`config.mk`:
```
export PLATFORM = sky130hd
export DESIGN_NAME = rab_sub_unit
export DESIGN_NICKNAME = d
export VERILOG_FILES = /design/src/rab_pkg.sv /design/src/rab_sub_unit.sv
export SDC_FILE = /design/constraint.sdc
export NUM_CORES = 1
export LEC_CHECK = 0
export ABC_AREA = 1
export BUFFER_PORTS_ARGS = -buffer_cell sky130_fd_sc_hd__buf_2
export CAP_MARGIN = 5
export CORE_MARGIN = 2
export CORE_UTILIZATION = 45
export DETAILED_ROUTE_END_ITERATION = 10
export PLACE_DENSITY = 0.75
export SYNTH_ARGS = -nofsm -noshare
export SYNTH_HDL_FRONTEND = slang
export SYNTH_SLANG_ARGS = --single-unit
```
`constraint.sdc`:
```
create_clock -name vclk -period 2
set_input_delay 0.2 -clock vclk [all_inputs]
set_output_delay 0.2 -clock vclk [all_outputs]
set_load 0.03 [all_outputs]
```
`src/rab_pkg.sv`:
```
`default_nettype none

package rab_pkg;

    // field widths
    localparam int OPCODE_W = 2;
    localparam int COORD_W  = 12;
    localparam int VALUE_W  = 24;
    localparam int RADIUS_W = 11;
    localparam int CNT_W    = 16;
    localparam int SUM_W    = 40;

    // datapath widths
    localparam int PROD_W   = 2 * COORD_W;        // one square
    localparam int R2_W     = PROD_W + 1;         // sum of two squares
    localparam int LIMSQ_W  = 2 * RADIUS_W;       // squared radius limit
    localparam int SUB_W    = R2_W + 1;           // shared subtractor
    localparam int BIN_W    = 14;                 // rounded root, up to 5793
    localparam int ACC_W    = SUM_W + 1;          // sum plus sample before clamp
    localparam int DIV_STEPS = SUM_W;
    localparam int STEP_W   = $clog2(DIV_STEPS);

    // geometry
    localparam int RADIUS_CAP_DEF = 1024;
    localparam logic [RADIUS_W-1:0] RADIUS_RST = RADIUS_W'(1024);

    // root iteration starts at the largest power of four below 2^R2_W
    localparam logic [R2_W-1:0] SQRT_TOP = R2_W'(1) << (R2_W - 1);

    // saturation limits
    localparam logic [SUM_W-1:0] SUM_MAX     = {1'b0, {(SUM_W-1){1'b1}}};
    localparam logic [SUM_W-1:0] SUM_MIN     = {1'b1, {(SUM_W-1){1'b0}}};
    localparam logic [CNT_W-1:0] CNT_MAX     = {CNT_W{1'b1}};
    localparam logic [SUM_W-1:0] AVG_POS_LIM = SUM_W'(8388607);
    localparam logic [SUM_W-1:0] AVG_NEG_LIM = SUM_W'(8388608);
    localparam logic [VALUE_W-1:0] AVG_MAX   = {1'b0, {(VALUE_W-1){1'b1}}};
    localparam logic [VALUE_W-1:0] AVG_MIN   = {1'b1, {(VALUE_W-1){1'b0}}};

    // command codes
    localparam logic [OPCODE_W-1:0] OP_ACCUM = 2'd0;
    localparam logic [OPCODE_W-1:0] OP_READ  = 2'd1;
    localparam logic [OPCODE_W-1:0] OP_CLEAR = 2'd2;

    typedef struct packed {
        logic [OPCODE_W-1:0]       opcode;
        logic [COORD_W-1:0]        pixel_x;
        logic [COORD_W-1:0]        pixel_y;
        logic signed [VALUE_W-1:0] pixel_value;
        logic [RADIUS_W-1:0]       read_bin;
    } cmd_t;

    typedef struct packed {
        logic [RADIUS_W-1:0]       bin_number;
        logic signed [VALUE_W-1:0] average;
        logic [CNT_W-1:0]          pixel_count;
        logic                      empty_res;
    } result_t;

endpackage

`default_nettype wire

```
`src/rab_sub_unit.sv`:
```
`default_nettype none

module rab_sub_unit (
    input  wire logic [rab_pkg::SUB_W-1:0] a,
    input  wire logic [rab_pkg::SUB_W-1:0] b,
    output logic      [rab_pkg::SUB_W-1:0] diff,
    output logic                           ge
);
    import rab_pkg::*;

    logic [SUB_W:0] full;

    // difference with borrow out; ge means a >= b
    assign full = {1'b0, a} - {1'b0, b};
    assign diff = full[SUB_W-1:0];
    assign ge   = ~full[SUB_W];

endmodule

`default_nettype wire

```
==> results of run 1 <==
==> layout by cell type, fill, tap and decap left out, drive strengths merged <==
| cell | netlist | layout |
|---|---|---|
| buf | 0 | 80 |
| o21ai | 6 | 6 |
| xor2 | 11 | 11 |
| nand4 | 8 | 8 |
| fa | 1 | 1 |
| xnor2 | 2 | 2 |
| and2 | 3 | 3 |
| inv | 97 | 97 |
| o21a | 1 | 1 |
| nor2 | 33 | 33 |
| ha | 26 | 26 |
| nand3b | 2 | 2 |
| a21oi | 18 | 18 |
| clkbuf | 0 | 3 |
| nand3 | 23 | 23 |
| nor3 | 3 | 3 |
| or2 | 2 | 2 |
| nand2 | 156 | 156 |
| o21bai | 1 | 1 |
==> final timing paths <==
| path | end | slack, ns | cells past startpoint |
|---|---|---|---|
| worst max-delay path | diff[18] | 0.04 | 16 |
| worst min-delay path | diff[0] | 0.81 | 4 |
==> kinds of logic after synthesis <==
logic type	count (synthesis)	share of synthesized area [%]
AOI/OAI and AO/OA	26	6.84
xor gates and xnor gates	13	5.76
adders and majority gates	27	17.5
buffers and inverters	97	18.4
and+or+nand+nor	230	51.5
==> layout make-up <==
class	instances	share of cell area, %
well taps	52	2.46
inverters	97	14.0
multi-input cells	296	66.2
repair buffers	83	17.4
==> synthesized netlist by cell type (all sizes together) <==
master	instances	area (sq um)
nand2	156	613
inv	97	364
nor2	33	161
ha	26	325
nand3	23	120
a21oi	18	90.1
xor2	11	96.3
nand4	8	50.1
o21ai	6	30.0
and2	3	21.3
nor3	3	25.0
nand3b	2	15.0
or2	2	12.5
xnor2	2	17.5
fa	1	20.0
o21a	1	7.51
o21bai	1	7.51
==> where the power goes <==
| group | internal (uW) | switching, uW |
|---|---|---|
| registers | 0 | 0 |
| clock network | 0 | 0 |
| logic | 364 | 665 |
| total | 364 | 665 |
==> critical path, cell delays in order <==
cell	delay (ns)
buf_6	0.09
inv_4	0.04
ha_4	0.12
inv_4	0.03
fa_2	0.39
nand2_2	0.07
nand2_2	0.06
nand3b_1	0.11
nand2_2	0.10
nand2_2	0.08
nand2_2	0.06
nand2_2	0.07
nand2_2	0.06
nand2_1	0.06
nand2_1	0.05
buf_6	0.13
==> routing by layer <==
layer	share of wire [%]	vias to the layer above	global-route usage, %
met5	0	-	0
met2	49	53	37.2
met3	2.9	0	0.577
met4	0	0	0.214
met1	48	1071	29.7
li1	-	1356	-
==> timing repair <==
item                                    4_1_cts  5_1_grt
resized for setup                             4       52
endpoints found under the setup margin        4       18
buffers inserted                              0        0
gates cloned                                  0        0
pin swaps                                     1       11
==> through the flow <==
step / worst slack (ns) / power, uW / util, % / TNS [ns] / area, sq um
final: 0.0374 / 1030 / 61.5 / 0 / 2640
after global routing: -0.0791 / 1130 / 61.5 / -0.187 / 2640
after CTS: 0.00436 / 959 / 57.7 / 0 / 2480
after detailed placement: -0.0644 / 950 / 57.5 / -0.134 / 2470
after global placement: -0.00790 / 943 / 57.5 / -0.00790 / 2470
after floorplan: 0.0868 / 692 / - / 0 / 1980
==> results.cfg, run 1 <==
[setup_path]
setup.worst_path.start = a[0]
crit_type = in2out
critPathMaxFanout = 4
cp_data_required_time_ns = 1.80
start_kind = primary input
critPathArrivalTime_ns = 1.76
cp-end-kind = primary output

[finish]
drive_gt1_share_pct = 31.3
syn2layout_area_growth_pct = 33.5
nets = 557
final_cells = 528
nFlopsAndLatches = 0
register_area_sq_um = 0
clock_buffers = 0
n_antenna_cell = 0
fill_cells = 460
multi_input_area_sq_um = 1750

[die]
ios = 79
die_h_microns = 70.3
start_util_pct = 46.0
row_count = 24
core_sq_um = 4290
die_area_sq_um = 4940
die_w_microns = 70.3

[power]
power_density_nw_per_um2 = 390
p_leak_uw = 0.00165
max-vdd-ir-drop_v = 0.000231

[placement]
dp_cells = 528
place_congestion = 0.929
portBuffers = 79
hpwl_microns = 4660

[sta]
period_needed_ns = 1.96
hold_viol = 0
fmax_mhz = 510
grt_setup_unrepaired = yes
worst_pin_slew_ns = 0.263
finalCritPeriodShare_pct = 98.1
relSlewSlack_pct = 82.3
maxSlewViolCount = 0
setup_violations = 0
hold_ws_ns = 0.809

[worst_hold_path]
hold_path_startpoint = b[0]
hp-class = in2out

[run]
maxCapViolCount = 0

[yosys]
syn-num-nets = 472
synth-seq-area-share_pct = 0
yosysUniqueCellTypes = 24
syn_area_sq_um = 1980
syn_inst = 393
ys_warn_count = 0
synth.avg_cell_area_sq_um = 5.03

[route]
drt_iter0_markers = 102
ant_nets = 0
drc = 0
firstDrtPassIters = 4
viasPerCell = 4.70
routedWlPerCell_microns = 10.1
vias = 2480
drt-total-wl_microns = 5340

[global_routing]
grt_usage_pct = 21.0
first_global_vias = 2203
grt-ovfl-total = 0
grt_max_degree = 7
antenna_found_initial = 0
grt_pass1_wl_microns = 8920

[cts]
cts_hold_buf = 0

[outcome]
status = completed
No activity file was read; power rests on OpenSTA's default activity.
==> inputs of run 2 (changes only) <==
Clock period 2 ns to 2.01 ns, I/O delays scaled along.
==> run 2 against run 1 <==
- cell count stayed put
- wire length is 0.41% lower
- first-iteration DRC count is 20% lower
==> results.cfg, run 2 (synthesis gave the netlist of run 1 again) <==
[route]
drt_iter0_markers = 82
viasPerCell = 4.74
routedWlPerCell_microns = 10.1
drt-total-wl_microns = 5320
firstDrtPassIters = 4
ant_nets = 0
vias = 2504
drc = 0

[cts]
cts_hold_buf = 0

[global_routing]
grt_max_degree = 7
first_global_vias = 2119
grt_pass1_wl_microns = 8650
grt-ovfl-total = 0
grt_usage_pct = 20.3
antenna_found_initial = 0

[setup_path]
crit_slowest_cell = fa_2
start_kind = primary input
crit_type = in2out
critPathArrivalTime_ns = 1.78
critPathMaxFanout = 4
critPathMaxStageDelay_ns = 0.38
path_common_cell = nand2_2
path_cells = buf_6, inv_4, ha_4, inv_4, fa_2, nand2_2, nand2_2, nand3b_1, nand2_2, buf_6, buf_4, xor2_1, buf_4
cp_data_required_time_ns = 1.81
cp-end-kind = primary output

[die]
row_count = 24
core_sq_um = 4290
start_util_pct = 46.0
die_w_microns = 70.3
die_area_sq_um = 4940
die_h_microns = 70.3
ios = 79

[worst_hold_path]
hp-class = in2out
min_path_cells = 4

[sta]
hold_viol = 0
worst_pin_slew_ns = 0.275
maxSlewViolCount = 0
worst_slack_ns = 0.0245
grt_setup_unrepaired = yes
setup_tns_ns = 0
finalCritPeriodShare_pct = 98.8
setup_violations = 0
period_needed_ns = 1.99
fmax_mhz = 504
relSlewSlack_pct = 81.5
hold_ws_ns = 0.814

[power]
p_int_uw = 359
clkPwrFrac_pct = 0
combPwrFrac_pct = 100.0
max-vdd-ir-drop_v = 0.000242
swShare_pct = 64.7
power_density_nw_per_um2 = 387
p_leak_uw = 0.00165
power.switching_uw = 658
power_frac_seq_pct = 0

[finish]
drive_gt1_share_pct = 30.3
clock_buffers = 0
final_common_cell = nand2_1
mostFrequentLayoutCells = 135 x nand2_1, 88 x inv_1, 70 x buf_2
final_cells = 528
nets = 557
syn2layout_area_growth_pct = 32.7
nFlopsAndLatches = 0
register_area_sq_um = 0
n_antenna_cell = 0

[outcome]
status = completed

[placement]
place_congestion = 0.925
dp_cells = 527
hpwl_microns = 4660
post-place-ws_ns = -0.0366
portBuffers = 79

[run]
maxCapViolCount = 0
[run 2: cell count changes in the layout (fill, tap and decap cells not counted), moves of 2 or more]
cell / delta
nand2_1: +3
ha_1: +2
ha_2: -2
nand2_2: -2
[run 2: per-layer routing]
| metal | part of all wire [%] | GRT usage, % |
|---|---|---|
| met1 | 46 | 28.5 |
| met2 | 50 | 36.1 |
| met3 | 4.0 | 0.289 |
| met4 | 0.26 | 1.28 |
| met5 | 0 | 0 |
[run 2: path summary, 6_finish.rpt]
check  start  slack (ns)       to
min     b[0]        0.81  diff[0]
max     a[0]        0.02  diff[6]
[run 2: power groups by stage]
stage	sequential, uW	combinational [uW]	clock, uW
final	0	1020	0
after global routing	0	1120	0
after CTS	0	949	0
after detailed placement	0	942	0
after global placement	0	935	0
after floorplan	0	688	0
[run 2: final cells by class]
class	count	area, sq um
Inverter	97	369
Tap cell	52	65.1
Timing Repair Buffer	83	463
Multi-Input combinational cell	296	1730
Fill cell	458	1670
[run 2: worst max-delay path, delay by kind of cell]
kind          cells  cell delay (ns)
buf+inv           6             0.60
xor+xnor          1             0.12
simple gates      4             0.35
fa+ha+maj         2             0.50
[run 2: stage by stage]
| step | utilization [%] | area [sq um] | total power, uW |
|---|---|---|---|
| 3_3_place_gp | 57.3 | 2460 | 935 |
| 6_report | 61.1 | 2620 | 1020 |
| 5_1_grt | 61.1 | 2620 | 1120 |
| 2_1_floorplan | - | 1980 | 688 |
| 3_5_place_dp | 57.3 | 2460 | 942 |
| 4_1_cts | 57.5 | 2470 | 949 |
[run 2: timing repair]
item | 4_1_cts | 5_1_grt
setup buffers | 0 | 1
endpoints found under the setup margin | 3 | 13
gates resized for setup | 3 | 49
pin swaps | 1 | 12
