[src/rab_pkg.sv]
`default_nettype none

package rab_pkg;

    // field widths
    localparam int OPCODE_W = 2;
    localparam int COORD_W  = 12;
    localparam int VALUE_W  = 24;
    localparam int RADIUS_W = 11;
    localparam int CNT_W    = 16;
    localparam int SUM_W    = 40;

    // datapath widths
    localparam int PROD_W   = 2 * COORD_W;        // one square
    localparam int R2_W     = PROD_W + 1;         // sum of two squares
    localparam int LIMSQ_W  = 2 * RADIUS_W;       // squared radius limit
    localparam int SUB_W    = R2_W + 1;           // shared subtractor
    localparam int BIN_W    = 14;                 // rounded root, up to 5793
    localparam int ACC_W    = SUM_W + 1;          // sum plus sample before clamp
    localparam int DIV_STEPS = SUM_W;
    localparam int STEP_W   = $clog2(DIV_STEPS);

    // geometry
    localparam int RADIUS_CAP_DEF = 1024;
    localparam logic [RADIUS_W-1:0] RADIUS_RST = RADIUS_W'(1024);

    // root iteration starts at the largest power of four below 2^R2_W
    localparam logic [R2_W-1:0] SQRT_TOP = R2_W'(1) << (R2_W - 1);

    // saturation limits
    localparam logic [SUM_W-1:0] SUM_MAX     = {1'b0, {(SUM_W-1){1'b1}}};
    localparam logic [SUM_W-1:0] SUM_MIN     = {1'b1, {(SUM_W-1){1'b0}}};
    localparam logic [CNT_W-1:0] CNT_MAX     = {CNT_W{1'b1}};
    localparam logic [SUM_W-1:0] AVG_POS_LIM = SUM_W'(8388607);
    localparam logic [SUM_W-1:0] AVG_NEG_LIM = SUM_W'(8388608);
    localparam logic [VALUE_W-1:0] AVG_MAX   = {1'b0, {(VALUE_W-1){1'b1}}};
    localparam logic [VALUE_W-1:0] AVG_MIN   = {1'b1, {(VALUE_W-1){1'b0}}};

    // command codes
    localparam logic [OPCODE_W-1:0] OP_ACCUM = 2'd0;
    localparam logic [OPCODE_W-1:0] OP_READ  = 2'd1;
    localparam logic [OPCODE_W-1:0] OP_CLEAR = 2'd2;

    typedef struct packed {
        logic [OPCODE_W-1:0]       opcode;
        logic [COORD_W-1:0]        pixel_x;
        logic [COORD_W-1:0]        pixel_y;
        logic signed [VALUE_W-1:0] pixel_value;
        logic [RADIUS_W-1:0]       read_bin;
    } cmd_t;

    typedef struct packed {
        logic [RADIUS_W-1:0]       bin_number;
        logic signed [VALUE_W-1:0] average;
        logic [CNT_W-1:0]          pixel_count;
        logic                      empty_res;
    } result_t;

endpackage

`default_nettype wire

[src/rab_sq_mul.sv]
`default_nettype none

module rab_sq_mul (
    input  wire logic [rab_pkg::COORD_W-1:0] a,
    input  wire logic [rab_pkg::COORD_W-1:0] b,
    output logic      [rab_pkg::PROD_W-1:0]  prod
);
    import rab_pkg::*;

    // unsigned product, registered by the sequencer
    assign prod = PROD_W'(a) * PROD_W'(b);

endmodule

`default_nettype wire

[config.mk]
export PLATFORM = sky130hd
export DESIGN_NAME = rab_sq_mul
export DESIGN_NICKNAME = d
export VERILOG_FILES = /design/src/rab_pkg.sv /design/src/rab_sq_mul.sv
export SDC_FILE = /design/constraint.sdc
export NUM_CORES = 1
export LEC_CHECK = 0
export BUFFER_PORTS_ARGS = -buffer_cell sky130_fd_sc_hd__buf_2
export CAP_MARGIN = 0
export CORE_AREA = 3 3 88 107
export DETAILED_ROUTE_END_ITERATION = 8
export DIE_AREA = 0 0 91 110
export MAX_ROUTING_LAYER = met4
export PLACE_DENSITY_LB_ADDON = 0.3
export SLEW_MARGIN = 10
export SYNTH_ARGS = -nofsm -noshare
export SYNTH_HDL_FRONTEND = slang
export SYNTH_SLANG_ARGS = --single-unit
[constraint.sdc]
create_clock -name vclk -period 15.1
set_input_delay 3.02 -clock vclk [all_inputs]
set_output_delay 3.02 -clock vclk [all_outputs]
set_load 0.05 [all_outputs]
==> results of run 1 <==
## cell usage in the layout, fill, tap and decap left out
| cell type | count |
|---|---|
| o21ai_1 | 1 |
| nor2b_1 | 2 |
| xor2_1 | 5 |
| inv_1 | 141 |
| nand4_1 | 4 |
| a31oi_1 | 4 |
| and2_1 | 53 |
| nand2_1 | 102 |
| o21ai_0 | 4 |
| o31ai_1 | 1 |
| a21oi_1 | 16 |
| nand2b_1 | 2 |
| a21o_1 | 6 |
| o21ai_2 | 2 |
| or3_1 | 2 |
| nor2_1 | 9 |
| and4_1 | 1 |
| nand3_1 | 2 |
| a31o_2 | 1 |
| o221ai_1 | 1 |
| a21o_2 | 1 |
| o21ba_2 | 1 |
| ha_1 | 62 |
| xnor2_1 | 14 |
| o211ai_1 | 2 |
| o211ai_2 | 1 |
| fa_1 | 100 |
| o21a_1 | 3 |
| o311a_1 | 1 |
| buf_2 | 48 |
| o21a_4 | 1 |
| o22ai_1 | 2 |
| a311oi_4 | 1 |
| a211oi_2 | 1 |
| nor3_1 | 1 |
| a221oi_1 | 1 |
## layout make-up
class	count	share of cell area
Multi-Input combinational cell	410	0.819
Inverter	141	0.104
Timing Repair Buffer	48	0.0474
Tap cell	117	0.0289
## through the flow
step                hold WS [ps]  cell area (um2)  utilization
finish                      6590             5070        0.595
CTS                         6590             5070        0.595
floorplan                   6320             4780            -
detailed placement          6590             5070        0.595
global route                6610             5070        0.595
global placement            6580             5070        0.595
## path summary, 6_finish.rpt
path              cells after the start  from  slack (ps)        to
setup / recovery                     19  a[7]        4070  prod[23]
hold / removal                        3  a[0]        6590   prod[0]
## per-layer routing
metal / share of wire / vias to the layer above / wire [um] / track usage
li1: - / 1763 / - / -
met1: 0.36 / 1924 / 3830 / 0.250
met2: 0.59 / 94 / 6260 / 0.453
met3: 0.020 / 34 / 213 / 0.00611
met5: 0 / - / 0 / -
met4: 0.036 / 0 / 382 / 0.0625
## cell families after synthesis
group,after synthesis,share of synthesized area
adders and majority gates,162,0.581
AOI/OAI and AO/OA,51,0.0777
xor gates and xnor gates,19,0.0348
buffers and inverters,169,0.133
and+or+nand+nor,178,0.174
==> results_dict.tcl, run 1 <==
set metrics [dict create \
    viasPerCell 5.33 \
    coreArea_mm2 0.00852 \
    multiInputGateArea_mm2 0.00415 \
    seq_area_um2 0 \
    dr.pass1.iters 4 \
    start_util 0.562 \
    syn-instance-count 579 \
    cts_hold_buf 0 \
    grt_max_degree 13 \
    drt_iter0_markers 144 \
    critPathArrivalTime_ps 8010 \
    fmaxAchievable_mhz 90.6 \
    placementRows 37 \
    yosysTopAreaCellShare 0.418 \
    drive_gt1_frac 0.0952 \
    wire_per_inst_um 14.9 \
    io_buffers 48 \
    stdcell_count 716 \
    synth_top_cells_by_count "inv_1 (141), nand2_1 (102), fa_1 (100)" \
    die-height_um 110 \
    cp_top_family "adder cells" \
    dp_slack_ps 4080 \
    io-pin-count 48 \
    vias 3815 \
    nFlopsAndLatches 0 \
    slowest_delay_ps 540 \
    tns_ps 0 \
    synth_area_per_cell_um2 8.26 \
    setup_ws_ps 4070 \
    start_kind "primary input" \
    slew_violations 0 \
    syn_area_mm2 0.00478 \
    cpMaxStageDelayCell "fa_1" \
    grt_pass1_vias 3846 \
    rsz0062_at_grt "no" \
    max_cap_viol_count 0 \
    status "completed" \
    antenna_cells 0 \
    synth_most_common_cell "inv_1" \
    gp_congestion 0.900 \
    fp.dieW_um 91 \
    grt_use_total 0.228 \
    final.period_utilization 0.731 \
    fillers 807 \
    die-area_mm2 0.0100 \
    antenna_found_initial 0 \
    dp_hpwl_um 9220 \
    fin_crit_ps 11030 \
    drtAntennaViolNets 0 \
    cts_setup_buffers 0 \
    path_buf_inv 7 \
    hold_viol 0 \
    yosysSeqAreaShare 0 \
    placed_cells 716 \
    worstMarginPinSlew_ps 344 \
    post_cts_resized 0 \
    routed_wl_um 10700 \
    worstPathCellList "buf_2 -> nand2_1 -> fa_1 -> inv_1 -> fa_1 -> inv_1 -> fa_1 -> inv_1 -> fa_1 -> inv_1 -> fa_1 -> inv_1 -> ha_1 -> a21o_1 -> o21a_4 -> a311oi_4 -> a31oi_1 -> xnor2_1 -> buf_2" \
    synth_largest_area_cell "fa_1" \
    yosysUniqueCellTypes 36 \
    path_max_fanout 12 \
    hold_path_class "in -> out" \
    n_clock_buffer 0 \
    grt_pass1_wl_um 17800 \
    slew_headroom 0.771 \
    setup_viol 0 \
    synth_fp_nets 765 \
    area_growth_pct 5.88 \
    grt_overflow 0 \
    critPathCaptureType "output pin" \
    cp.required_ps 12080 \
    nNetsFinal 787 \
    yosysWarnings 0 \
    ys_top_cells_by_area "fa_1 (42%), ha_1 (16%), inv_1 (11%)" \
    drcViolationCount 0 \
    path_class "in -> out" \
]
Power of run 1 is not shown: default switching activity piles up to over one toggle a cycle in this logic, so the estimate is an artifact.
==> inputs of run 2 (changes only) <==
- ABC_AREA: unset -> 1
- CORE_AREA: 3 3 88 107 -> 3 3 90 110
- DIE_AREA: 0 0 91 110 -> 0 0 93 113
- clock period: 15.1 -> 10.6 ns (I/O delays scaled with it)
==> run 2 against run 1 <==
Compared with the run above:
- sequential share of layout area unchanged
- cell area up 5.8%
- global-route usage is 0.80 points higher
- die area grew 5.0%
- worst setup slack worse by 2200 ps
- worst hold slack worse by 1900 ps
- highest routed layer unchanged
==> results_dict.tcl, run 2 <==
set metrics [dict create \
    antenna_cells 0 \
    drtAntennaViolNets 0 \
    drcViolationCount 0 \
    setup_ws_ps 1830 \
    antenna_found_initial 0 \
    final_cell_mix "nand2_1 (236), inv_1 (226), fa_1 (100), ha_1 (62), buf_2 (48)" \
    start_util 0.566 \
    ys_top_cells_by_area "fa_1 (40%), nand2_1 (18%), inv_1 (17%)" \
    cts_setup_buffers 0 \
    critPathCaptureType "output pin" \
    hold_path_class "in -> out" \
    hold-worst-slack_ps 4740 \
    max_cap_viol_count 0 \
    stdcell_count 872 \
    start_kind "primary input" \
    io-pin-count 48 \
    post_cts_resized 0 \
    synth_fp_nets 914 \
    slew_headroom 0.765 \
    critPathArrivalTime_ps 6650 \
    worstMarginPinSlew_ps 349 \
    final.period_utilization 0.828 \
    nFlopsAndLatches 0 \
    whs_path_depth 4 \
    die-height_um 113 \
    yosysTopAreaCellShare 0.396 \
    path_max_fanout 12 \
    die-area_mm2 0.0105 \
    synth_largest_area_cell "fa_1" \
    yosysSeqAreaShare 0 \
    grt_overflow 0 \
    syn-instance-count 728 \
    fmaxAchievable_mhz 114 \
    fp.dieW_um 93 \
    path_buf_inv 7 \
    yosysUniqueCellTypes 21 \
    rsz0062_at_grt "no" \
    hold_viol 0 \
    viasPerCell 4.92 \
    area_growth_pct 5.94 \
    slowest_delay_ps 550 \
    n_clock_buffer 0 \
    slew_violations 0 \
    vias 4292 \
    io_buffers 48 \
    dr.pass1.iters 5 \
    gp_congestion 0.937 \
    syn_area_mm2 0.00506 \
    yosysWarnings 0 \
    grt_use_total 0.236 \
    tns_ps 0 \
    wire_per_inst_um 12.7 \
    routed_wl_um 11100 \
    startpoint "a[7]" \
    layout_commonest_cell "nand2_1" \
    hold_start "b[0]" \
    path_class "in -> out" \
    grt_max_degree 13 \
    setup_viol 0 \
    grt_pass1_vias 4447 \
    drive_gt1_frac 0.0758 \
    synth_area_per_cell_um2 6.95 \
    fin_crit_ps 8770 \
    placementRows 38 \
    coreArea_mm2 0.00894 \
    cp_common_cell "nand2_1" \
    worst-path-stages 22 \
    dp_hpwl_um 9940 \
    synth_top_cells_by_count "nand2_1 (236), inv_1 (226), fa_1 (100)" \
    drt_iter0_markers 253 \
    worstPathCellList "buf_2 -> nand2_1 -> fa_1 -> inv_1 -> fa_1 -> inv_1 -> fa_1 -> inv_1 -> fa_1 -> inv_1 -> fa_1 -> inv_1 -> ha_1 -> nand2_1 -> nor2_2 -> nand3_1 -> nand3_2 -> nand2_1 -> nand2_1 -> nand2_1 -> nand2_1 -> buf_2" \
    cts_hold_buf 0 \
    placed_cells 872 \
    cp.required_ps 8480 \
    seq_area_um2 0 \
    status "completed" \
    cpMaxStageDelayCell "fa_1" \
    nNetsFinal 940 \
    grt_pass1_wl_um 20100 \
    synth_most_common_cell "nand2_1" \
    cp_top_family "adder cells" \
    dp_slack_ps 1840 \
]
-- run 2: changes by cell type in the layout (fill, tap and decap cells not counted), sizes merged, moves of 3 or more --
cell	before	now
nand2	102	239
o21a	4	0
xnor2	14	4
and2	53	2
nand3	2	19
a21o	7	0
o211ai	3	0
o21ai	7	3
inv	141	226
a31oi	4	0
nand4	4	1
nor2	9	20
-- run 2: layout make-up --
cell class	instances	area [um2]
timing repair buffer	48	240
multi-input combinational	478	4120
fill	876	3580
tap	120	150
inverter	226	848
-- run 2: metal layers --
layer / routed length [um] / vias up / track usage / part of all wire
li1: - / 2098 / - / -
met3: 419 / 23 / 0.00731 / 0.038
met2: 5920 / 110 / 0.424 / 0.53
met1: 4490 / 2061 / 0.297 / 0.41
met5: 0 / - / - / 0
met4: 239 / 0 / 0.0508 / 0.022
-- run 2: final timing paths --
check | end | slack (ps)
min | prod[0] | 4740
max | prod[18] | 1830
-- run 2: stage by stage --
stage	instance area, um2	util
6_report	5360	0.600
4_1_cts	5360	0.600
5_1_grt	5360	0.600
3_5_place_dp	5360	0.600
3_3_place_gp	5360	0.600
2_1_floorplan	5060	-
-- run 2: worst min-delay path, cell delays in order --
cell     delay [ps]
buf_2           190
nand2_1          80
inv_1            30
buf_2           200
-- run 2: cell families after synthesis --
kind of cell | after synthesis | share of synthesized area
compound gates | 20 | 0.0208
xor+xnor | 11 | 0.0190
buf+inv | 250 | 0.186
simple gates | 285 | 0.226
fa+ha+maj | 162 | 0.549
Power of run 2 is left out for the same reason.
==> inputs of run 3 (changes only) <==
- ABC_AREA: 1 -> 0
- CORE_AREA: 3 3 90 110 -> 3 3 88 107
- DIE_AREA: 0 0 93 113 -> 0 0 91 110
- clock period: 10.6 -> 7.02 ns (I/O delays scaled with it)
==> run 3 against run 2 <==
Compared with the run above:
- the flow now finishes with violations (setup timing)
- flip-flop and latch count stayed put
- worst setup slack worse by 2100 ps
- non-clock buffer count is 102 higher
- critical path depth is 4 lower
- die area is 4.7% lower
- first-iteration DRC count is 17% lower
- count of clock-buffer cells in the layout stayed put
- highest routed layer unchanged
- sequential share of layout area stayed put
- routed wire length is 16% higher
- cell area is 25% higher
- worst hold slack worse by 1300 ps
- final cell count is 6.2% lower
==> results_dict.tcl, run 3 (synthesized netlist as in run 1, its figures left out) <==
set metrics [dict create \
    max_cap_viol_count 0 \
    dp_slack_ps -561 \
    status "finished, violations left" \
    hold_path_class "in -> out" \
    final.period_utilization 1.04 \
    violations "setup timing" \
    seq_area_um2 0 \
    cp_top_family "adder cells" \
    hold_viol 0 \
    die-area_mm2 0.0100 \
    slew_violations 0 \
    viasPerCell 5.29 \
    antenna_found_initial 0 \
    worstPathCellList "buf_4 -> buf_6 -> nand2_2 -> fa_1 -> fa_2 -> fa_1 -> fa_1 -> fa_1 -> inv_2 -> ha_4 -> a21oi_2 -> nor2_1 -> o21a_1 -> a311oi_4 -> buf_6 -> a31oi_4 -> xnor2_4 -> buf_6" \
    gp_congestion 0.923 \
    fin_crit_ps 7310 \
    final_cell_mix "inv_1 (128), buf_4 (96), fa_1 (91), nand2_1 (89), ha_1 (47)" \
    start_util 0.562 \
    drt_iter0_markers 209 \
    start_kind "primary input" \
    drtAntennaViolNets 0 \
    rsz0062_at_grt "yes" \
    slowest_delay_ps 590 \
    path_buf_inv 5 \
    drcViolationCount 0 \
    path_max_fanout 4 \
    fp.dieW_um 91 \
    grt_use_total 0.257 \
    routed_wl_um 12800 \
    n_clock_buffer 0 \
    grt_pass1_wl_um 20400 \
    grt_overflow 0 \
    area_growth_pct 40.2 \
    setup_ws_ps -286 \
    cp.required_ps 5620 \
    critPathCaptureType "output pin" \
    slew_headroom 0.685 \
    startpoint "b[11]" \
    cpMaxStageDelayCell "fa_1" \
    grt_pass1_vias 4646 \
    drive_gt1_frac 0.365 \
    dp_hpwl_um 10400 \
    grt_max_degree 13 \
    cp_common_cell "fa_1" \
    wire_per_inst_um 15.7 \
    placementRows 37 \
    die-height_um 110 \
    path_class "in -> out" \
    nNetsFinal 889 \
    critPathArrivalTime_ps 5900 \
    nFlopsAndLatches 0 \
    dr.pass1.iters 5 \
    setup_viol 11 \
    io_buffers 48 \
    layout_commonest_cell "inv_1" \
    fmaxAchievable_mhz 137 \
    vias 4329 \
    coreArea_mm2 0.00852 \
    hold_start "b[0]" \
    worstMarginPinSlew_ps 470 \
    io-pin-count 48 \
    antenna_cells 0 \
]
-- run 3: cell types whose count changed in the layout (fill, tap and decap cells not counted), moves of 12 or more --
cell,delta
ha_1,-15
inv_2,+13
buf_2,-31
inv_1,-98
and2_1,+41
buf_6,+25
nand2_1,-147
ha_4,+12
buf_4,+96
nand3_1,-16
-- run 3: layout make-up --
cell class                      count  area, um2
Inverter                          141        529
Fill cell                         584       1810
Multi-Input combinational cell    410       4750
Timing Repair Buffer              150       1280
Tap cell                          117        146
-- run 3: layer usage --
metal	vias up	GRT usage	routed length [um]
met5	-	-	0
met1	2170	0.268	4450
met2	139	0.500	7290
met3	51	0.0143	427
li1	1969	-	-
met4	0	0.114	668
-- run 3: worst paths after layout --
check	to	slack, ps	cells past startpoint
worst max-delay path	prod[23]	-290	18
worst min-delay path	prod[0]	3450	4
-- run 3: stage by stage --
step           area [um2]  hold WS (ps)  std cells  TNS, ps   util
2_1_floorplan        5260          3090        579    -1070      -
3_3_place_gp         6070          3430        808    -4810  0.713
3_5_place_dp         6070          3440        808    -5320  0.713
4_1_cts              6390          3440        812    -2140  0.750
5_1_grt              6710          3460        818    -3630  0.788
6_report             6710          3450        818    -1960  0.788
-- run 3: what timing repair did --
item / 4_1_cts / 5_1_grt
hold buffers: 0 / 0
gates resized for setup: 79 / 72
setup endpoints to repair: 14 / 14
pin swaps: 31 / 50
buffers inserted: 4 / 6
cloned: 0 / 1
Power of run 3 is left out for the same reason.
